### config.mk
export PLATFORM = sky130hd
export DESIGN_NAME = six_axis_accumulate_average
export DESIGN_NICKNAME = d
export VERILOG_FILES = /design/src/sv/sixaa_pkg.sv /design/src/sv/sixaa_lane.sv /design/src/sv/sixaa_merge.sv /design/src/sv/six_axis_accumulate_average.sv
export SDC_FILE = /design/constraint.sdc
export NUM_CORES = 2
export LEC_CHECK = 0
export ABC_AREA = 0
export BUFFER_PORTS_ARGS = -buffer_cell sky130_fd_sc_hd__buf_4
export CORE_ASPECT_RATIO = 2
export CORE_MARGIN = 2
export CORE_UTILIZATION = 25
export DETAILED_ROUTE_END_ITERATION = 10
export PLACE_DENSITY_LB_ADDON = 0.1
export SLEW_MARGIN = 30
export SYNTH_ARGS = -nofsm -noshare
export SYNTH_HDL_FRONTEND = slang
export SYNTH_SLANG_ARGS = --single-unit
export TNS_END_PERCENT = 30
### constraint.sdc
create_clock -name clk -period 12.06 [get_ports clk]
set_input_delay 1.206 -clock clk [delete_from_list [all_inputs] [get_ports clk]]
set_output_delay 1.206 -clock clk [all_outputs]
set_load 0.02 [all_outputs]
### src/sv/sixaa_pkg.sv
// Shared types and constants for the six-axis accumulate and average block.
// Used by every module in the sv folder; depends on nothing.
package sixaa_pkg;

    localparam int AXIS_COUNT      = 6;
    localparam int SAMPLE_W        = 16;
    localparam int SUM_W           = 32;
    localparam int USED_W          = 16;
    localparam int COUNT_WIDTH_DEF = 16;
    localparam int STEP_W          = $clog2(SUM_W);

    localparam logic MODE_ACCUM = 1'b0;
    localparam logic MODE_READ  = 1'b1;

    typedef enum logic [1:0] {
        ST_IDLE,
        ST_DIVIDE,
        ST_DELIVER
    } ctrl_state_t;

    // Per-beat commands from the controller to every lane.
    typedef struct packed {
        logic acc_en;
        logic start;
        logic step;
    } lane_ctrl_t;

endpackage

### src/sv/sixaa_lane.sv
// One axis lane: a saturating running sum and a bit-serial restoring divider.
// Depends on sixaa_pkg.
module sixaa_lane #(
    parameter int COUNT_WIDTH = sixaa_pkg::COUNT_WIDTH_DEF
) (
    input  logic                                clk,
    input  logic                                rst_n,
    input  sixaa_pkg::lane_ctrl_t               ctrl,
    input  logic signed [sixaa_pkg::SAMPLE_W-1:0] sample,
    input  logic        [COUNT_WIDTH-1:0]       divisor,
    output logic signed [sixaa_pkg::SAMPLE_W-1:0] quotient
);

    localparam int SW = sixaa_pkg::SUM_W;
    localparam int DW = sixaa_pkg::SAMPLE_W;
    localparam logic [SW-1:0] NEG_LIM = SW'(1) << (DW - 1);
    localparam logic [SW-1:0] POS_LIM = NEG_LIM - SW'(1);

    logic signed [SW-1:0]   sum_reg, sum_next;
    logic        [SW-1:0]   div_reg, div_next;
    logic        [COUNT_WIDTH-1:0] rem_reg, rem_next;
    logic                   neg_reg, neg_next;

    logic signed [SW:0]     wide_sum;
    logic        [SW-1:0]   magnitude;
    logic        [COUNT_WIDTH:0] shifted;

    assign wide_sum  = $signed({sum_reg[SW-1], sum_reg})
                     + $signed({{(SW + 1 - DW){sample[DW-1]}}, sample});
    assign magnitude = sum_reg[SW-1] ? (~sum_reg + SW'(1)) : sum_reg;
    assign shifted   = {rem_reg, div_reg[SW-1]};

    always_comb
    begin
        sum_next = sum_reg;
        div_next = div_reg;
        rem_next = rem_reg;
        neg_next = neg_reg;
        if (ctrl.acc_en)
        begin
            // Saturate when the extra top bit disagrees with the sign bit.
            if (wide_sum[SW] != wide_sum[SW-1])
            begin
                sum_next = wide_sum[SW] ? {1'b1, {(SW - 1){1'b0}}}
                                        : {1'b0, {(SW - 1){1'b1}}};
            end
            else
            begin
                sum_next = wide_sum[SW-1:0];
            end
        end
        else if (ctrl.start)
        begin
            div_next = magnitude;
            neg_next = sum_reg[SW-1];
            rem_next = '0;
            sum_next = '0;
        end
        else if (ctrl.step)
        begin
            if (shifted >= {1'b0, divisor})
            begin
                rem_next = COUNT_WIDTH'(shifted - {1'b0, divisor});
                div_next = {div_reg[SW-2:0], 1'b1};
            end
            else
            begin
                rem_next = shifted[COUNT_WIDTH-1:0];
                div_next = {div_reg[SW-2:0], 1'b0};
            end
        end
    end

    always_ff @(posedge clk or negedge rst_n)
    begin
        if (!rst_n)
        begin
            sum_reg <= '0;
        end
        else
        begin
            sum_reg <= sum_next;
        end
    end

    always_ff @(posedge clk)
    begin
        div_reg <= div_next;
        rem_reg <= rem_next;
        neg_reg <= neg_next;
    end

    // After the last step div_reg holds the quotient magnitude.
    always_comb
    begin
        if (neg_reg)
        begin
            quotient = (div_reg > NEG_LIM) ? {1'b1, {(DW - 1){1'b0}}}
                                           : -$signed(div_reg[DW-1:0]);
        end
        else
        begin
            quotient = (div_reg > POS_LIM) ? {1'b0, {(DW - 1){1'b1}}}
                                           : $signed(div_reg[DW-1:0]);
        end
    end

endmodule

### src/sv/sixaa_merge.sv
// Merging stage: gathers the six lane quotients and the flags into the output register.
// Depends on sixaa_pkg.
module sixaa_merge (
    input  logic                                              clk,
    input  logic                                              rst_n,
    input  logic                                              load,
    input  logic [sixaa_pkg::AXIS_COUNT-1:0][sixaa_pkg::SAMPLE_W-1:0] lane_q,
    input  logic                                              empty,
    input  logic [sixaa_pkg::USED_W-1:0]                      used,
    output logic                                              free,
    output logic                                              m_tvalid,
    input  logic                                              m_tready,
    // avg_accel_x, avg_accel_y, avg_accel_z, avg_gyro_x, avg_gyro_y, avg_gyro_z, samples_used
    output logic [111:0]                                      m_tdata,
    // no_samples
    output logic [0:0]                                        m_tuser
);

    localparam int AXW = sixaa_pkg::AXIS_COUNT * sixaa_pkg::SAMPLE_W;

    logic             valid_reg, valid_next;
    logic [111:0]     data_reg;
    logic             flag_reg;

    assign free = !valid_reg || m_tready;

    always_comb
    begin
        valid_next = valid_reg;
        if (load)
        begin
            valid_next = 1'b1;
        end
        else if (m_tready)
        begin
            valid_next = 1'b0;
        end
    end

    always_ff @(posedge clk or negedge rst_n)
    begin
        if (!rst_n)
        begin
            valid_reg <= 1'b0;
        end
        else
        begin
            valid_reg <= valid_next;
        end
    end

    always_ff @(posedge clk)
    begin
        if (load)
        begin
            // An empty read reports zero averages.
            data_reg <= {used, empty ? AXW'(0) : AXW'(lane_q)};
            flag_reg <= empty;
        end
    end

    assign m_tvalid   = valid_reg;
    assign m_tdata    = data_reg;
    assign m_tuser[0] = flag_reg;

endmodule

### src/sv/six_axis_accumulate_average.sv
// Top level of the six-axis accumulate and average block: controller and lane array.
// Depends on sixaa_pkg, sixaa_lane and sixaa_merge.
//
// A sample beat (tuser = 0) adds its six axes to saturating 32-bit sums; once the count
// reaches 2^COUNT_WIDTH - 1 further samples are dropped. A read beat (tuser = 1) produces
// one result beat and clears the sums and the count. The six lanes each divide their sum by
// the count in a restoring divider that yields one quotient bit per cycle, so a read with
// samples occupies the input for its accepting cycle, 32 divide steps and the load into the
// output register, with s_tready low from the first divide step through the load, longer if
// the output register is still waiting for its beat to be taken. A read with no samples
// skips the divide and returns zero averages with tuser set. Sample beats are taken while
// an earlier result waits at the output.
module six_axis_accumulate_average #(
    parameter int COUNT_WIDTH = sixaa_pkg::COUNT_WIDTH_DEF
) (
    input  logic         clk,
    input  logic         rst_n,
    input  logic         s_tvalid,
    output logic         s_tready,
    // accel_x, accel_y, accel_z, gyro_x, gyro_y, gyro_z
    input  logic [95:0]  s_tdata,
    // mode
    input  logic [0:0]   s_tuser,
    output logic         m_tvalid,
    input  logic         m_tready,
    // avg_accel_x, avg_accel_y, avg_accel_z, avg_gyro_x, avg_gyro_y, avg_gyro_z, samples_used
    output logic [111:0] m_tdata,
    // no_samples
    output logic [0:0]   m_tuser
);

    localparam int NA  = sixaa_pkg::AXIS_COUNT;
    localparam int DW  = sixaa_pkg::SAMPLE_W;
    localparam int UW  = sixaa_pkg::USED_W;
    localparam int STW = sixaa_pkg::STEP_W;
    localparam int EW  = (COUNT_WIDTH > UW) ? COUNT_WIDTH : UW;
    localparam logic [STW-1:0] LAST_STEP = STW'(sixaa_pkg::SUM_W - 1);

    sixaa_pkg::ctrl_state_t state_reg, state_next;
    logic [COUNT_WIDTH-1:0] count_reg, count_next;
    logic [COUNT_WIDTH-1:0] divisor_reg, divisor_next;
    logic [STW-1:0]         step_reg, step_next;
    logic                   empty_reg, empty_next;

    sixaa_pkg::lane_ctrl_t  lane_ctrl;
    logic                   merge_free;
    logic                   merge_load;
    logic [EW-1:0]          divisor_ext;
    logic [UW-1:0]          used;
    logic [NA-1:0][DW-1:0]  lane_q;

    always_ff @(posedge clk or negedge rst_n)
    begin
        if (!rst_n)
        begin
            state_reg <= sixaa_pkg::ST_IDLE;
            count_reg <= '0;
            step_reg  <= '0;
        end
        else
        begin
            state_reg <= state_next;
            count_reg <= count_next;
            step_reg  <= step_next;
        end
    end

    always_ff @(posedge clk)
    begin
        divisor_reg <= divisor_next;
        empty_reg   <= empty_next;
    end

    always_comb
    begin
        state_next       = state_reg;
        count_next       = count_reg;
        divisor_next     = divisor_reg;
        step_next        = step_reg;
        empty_next       = empty_reg;
        s_tready         = 1'b0;
        lane_ctrl.acc_en = 1'b0;
        lane_ctrl.start  = 1'b0;
        lane_ctrl.step   = 1'b0;
        merge_load       = 1'b0;
        unique case (state_reg)
            sixaa_pkg::ST_IDLE:
            begin
                // The input is always ready here, so tvalid alone marks a taken beat.
                s_tready = 1'b1;
                if (s_tvalid)
                begin
                    if (s_tuser[0] == sixaa_pkg::MODE_ACCUM)
                    begin
                        if (count_reg != {COUNT_WIDTH{1'b1}})
                        begin
                            lane_ctrl.acc_en = 1'b1;
                            count_next       = count_reg + COUNT_WIDTH'(1);
                        end
                    end
                    else
                    begin
                        divisor_next = count_reg;
                        count_next   = '0;
                        empty_next   = (count_reg == '0);
                        step_next    = '0;
                        lane_ctrl.start = 1'b1;
                        state_next = (count_reg == '0) ? sixaa_pkg::ST_DELIVER
                                                       : sixaa_pkg::ST_DIVIDE;
                    end
                end
            end
            sixaa_pkg::ST_DIVIDE:
            begin
                lane_ctrl.step = 1'b1;
                step_next      = step_reg + STW'(1);
                if (step_reg == LAST_STEP)
                begin
                    state_next = sixaa_pkg::ST_DELIVER;
                end
            end
            sixaa_pkg::ST_DELIVER:
            begin
                if (merge_free)
                begin
                    merge_load = 1'b1;
                    state_next = sixaa_pkg::ST_IDLE;
                end
            end
            default:
            begin
                state_next = sixaa_pkg::ST_IDLE;
            end
        endcase
    end

    // Counts beyond 16 bits report as all ones.
    assign divisor_ext = EW'(divisor_reg);
    assign used = (divisor_ext > EW'({UW{1'b1}})) ? {UW{1'b1}} : divisor_ext[UW-1:0];

    for (genvar g = 0; g < NA; g++)
    begin : g_lane
        sixaa_lane #(
            .COUNT_WIDTH(COUNT_WIDTH)
        ) u_lane (
            .clk      (clk),
            .rst_n    (rst_n),
            .ctrl     (lane_ctrl),
            .sample   ($signed(s_tdata[g*DW +: DW])),
            .divisor  (divisor_reg),
            .quotient (lane_q[g])
        );
    end

    sixaa_merge u_merge (
        .clk      (clk),
        .rst_n    (rst_n),
        .load     (merge_load),
        .lane_q   (lane_q),
        .empty    (empty_reg),
        .used     (used),
        .free     (merge_free),
        .m_tvalid (m_tvalid),
        .m_tready (m_tready),
        .m_tdata  (m_tdata),
        .m_tuser  (m_tuser)
    );

endmodule

==> flow_summary.toml <==
[setup_path]
r2r-end = "u_merge.m_tdata[70]"
critPathLaunch = "s_tdata[80]"
reg2reg_setup_slack_ps = 7700
r2r_start = "g_lane[4].u_lane.div_reg[0]"
worst-path-buf-inv = 2
crit_chain = "buf_4 -> ha_1 -> fa_1 -> a211oi_1 -> o211ai_1 -> nand2_1 -> a31oi_1 -> a31oi_1 -> o21bai_1 -> o21ai_0 -> or3_1 -> nand3_1 -> buf_4 -> o21ai_0"
critPathKind = "primary input to register"
critical-path-max-stage-delay_ps = 640
path_max_fanout = 25
worst_path_max_delay_cell = "o21ai_0"
crit_arrival_ps = 5100
cp-end-kind = "register"
cp-start-kind = "primary input"
critPathTopFamily = "compound AO/OA/AOI/OAI gates"
required_ps = 12600
ff2ff_path_depth = 12

[synth]
synth_top_area_cell = "edfxtp_1"
synthTopCellsByArea = "edfxtp_1 28%, dfrtp_1 12%, ha_1 8.3%"
muxShareOfSynthArea_pct = 1.03
synth_top_area_share_pct = 27.8
synth_seq_cells = 640
synth_cell_types = 88
ys_async_sr_fraction_pct = 33.8
synth_compound_area_share_pct = 21.2
synth_seq_area_share_pct = 39.6
synth_top_family_by_area = "compound AO/OA/AOI/OAI gates"
avgSynthCellArea_um2 = 8.91
synth.cell_area_mm2 = 0.0458
yosys_most_used_dff = "edfxtp_1"
synth-simple-area-share_pct = 18.4
yosysWarnings = 0
synth_adder_area_share_pct = 8.83
synth_edf_count = 424
synthesis.nets = 5554
synth_cells = 5137
synth-xor-area-share_pct = 7.94

[power]
p_leak_nw = 21.5
peakVddDrop_uv = 104
power_density_mw_per_mm2 = 266

[timing]
slew_headroom_pct = 35.9
tns_ps = 0
fmax_ghz = 0.219
hold_violations = 0
skew_ps = 30.8
finalSetupViolCount = 0
tightest_slew_ps = 961
min_period_over_period_pct = 37.8
post-route-min-period_ps = 4560
slew_viol_final = 0
grt_setup_unrepaired = "no"

[floorplan]
rows = 222
die_w_um = 307
core_mm2 = 0.182
io_pins = 216
die_h_um = 609
dieArea_mm2 = 0.187
start_util_pct = 25.1

[cts]
clkTransAtPathRegs_ps = 60
clockBufferDepth = 3
cts_buffers = 75
holdBufCountCts = 0
cts_tree = "built"
clock-sinks = 640
root_buffer = "clkbuf_16"
cts_resized = 0
cts-htree-levels = 3
post_cts_buffers = 0
clkLatencyLatePin_ps = 650

[drt]
drt_first_iter_violations = 2043
via_count = 38500
dr_wl_met2_um = 87300
wl_met1_um = 65500
viasPerCell = 5.02
firstDrtPassIters = 5
wirelength_um = 160000
drc = 0
dr.max_layer_used = "met4"
antenna_left = 0
dr_wl_met3_um = 4290
drt-wirelength-per-cell_um = 20.9

[cells_and_area]
finalNetCount = 5679
areaGrowthSynthToFinish_pct = 15.0
final_common_cell = "nand2_1"
final_cells = 7674
most-common-layout-cells = "659 x nand2_1, 496 x o21ai_0, 426 x nor2_1, 424 x edfxtp_1, 322 x a21oi_1"
drive_gt1_share_pct = 8.57

[worst_hold_path]
hold_path_end = "u_merge.m_tdata[107]"
hp-start = "divisor_ext[11]"
min_path_type = "register to register"
min_delay_path_depth = 0

[grt]
grt_max_degree = 230
antenna_found_initial = 7
grt_use_total_pct = 17.0
grt_pass1_vias = 39500
grt_overflow = 0
grt_pass1_wl_um = 245000

[placement]
gp_congestion = 0.809
hpwl_um = 119000
dp.cells = 7533
portBuffers = 215

[job]
maxCapViolations = 0

[status]
outcome = "completed"
-- metrics by stage --
step                      hold slack (ps)  total power, mW  cell area [um2]  util [%]  setup slack [ps]
after global placement                438             11.8            50100      27.4              6300
after detailed placement              443             11.8            50100      27.5              6860
after floorplan                       426             9.66            45800         -              2760
after CTS                             444             14.3            52500      28.8              7370
final                                 451             14.0            52600      28.8              7500
after global routing                  467             15.3            52600      28.8              7200
-- how the worst max path moves through the flow --
| stage | depth (start not counted) | endpoint | slack (ps) |
|---|---|---|---|
| detailed placement | 13 | g_lane[0].u_lane.sum_reg[26] | 6860 |
| CTS | 12 | u_merge.m_tdata[70] | 7370 |
| global placement | 12 | g_lane[4].u_lane.sum_reg[25] | 6300 |
| floorplan | 6 | g_lane[0].u_lane.div_reg[0] | 2760 |
| global route | 14 | g_lane[5].u_lane.sum_reg[21] | 7200 |
| finish | 14 | g_lane[5].u_lane.sum_reg[21] | 7500 |
-- final cells by class --
type	instances	area (um2)
fill	19400	130000
clock buffer	113	2230
clock inverter	22	175
multi-input combinational	4152	26600
sequential	640	18100
timing repair buffer	267	2120
tap	2352	2940
antenna	2	5.00
inverter	126	478
-- cell usage after synthesis (51+ instances only) --
library cell and n:
a211oi_1 53, a21o_1 117, a21oi_1 325, a31oi_1 78, clkbuf_1 200, dfrtp_1 216, edfxtp_1 424, ha_1 304
inv_1 124, nand2_1 661, nand2b_1 59, nand3_1 94, nor2_1 427, nor2b_1 51, nor3_1 74, o211ai_1 54
o21ai_0 497, o21ai_1 153, o31ai_1 88, or3_1 92, xnor2_1 147, xor2_1 268
-- worst register-to-register path: stages (launching register included) --
cell and delay [ps]:
edfxtp_1 470, inv_1 90, ha_1 190, nor3b_1 400
nand3_1 200, or3_1 380, or3_1 390, or4_1 470
a21oi_2 500, nand2_1 220, a21oi_1 190, o21ai_1 90
a21oi_1 490
-- metal layers --
layer	GRT usage (%)	vias up
met5	0	-
met4	3.98	0
met3	1.59	151
met2	32.8	555
met1	19.8	18600
li1	-	19200
-- logic make-up (layout without fill, tap and decap cells) --
group / count (synthesis) / in the layout
compound gates: 1604 / 1604
xor+xnor: 415 / 415
fa+ha+maj: 316 / 316
buf+inv: 345 / 528
flops: 640 / 640
mux: 47 / 47
other cells: 0 / 2
simple gates: 1770 / 1770
-- power by group --
part           internal, mW  leakage, nW  switching (mW)  total [mW]
combinational          2.81         13.3            4.28        7.09
clock                  1.32         1.19            1.03        2.36
sequential             3.57         7.00            1.01        4.58
Note: power is estimated with default switching activity, not from simulation.
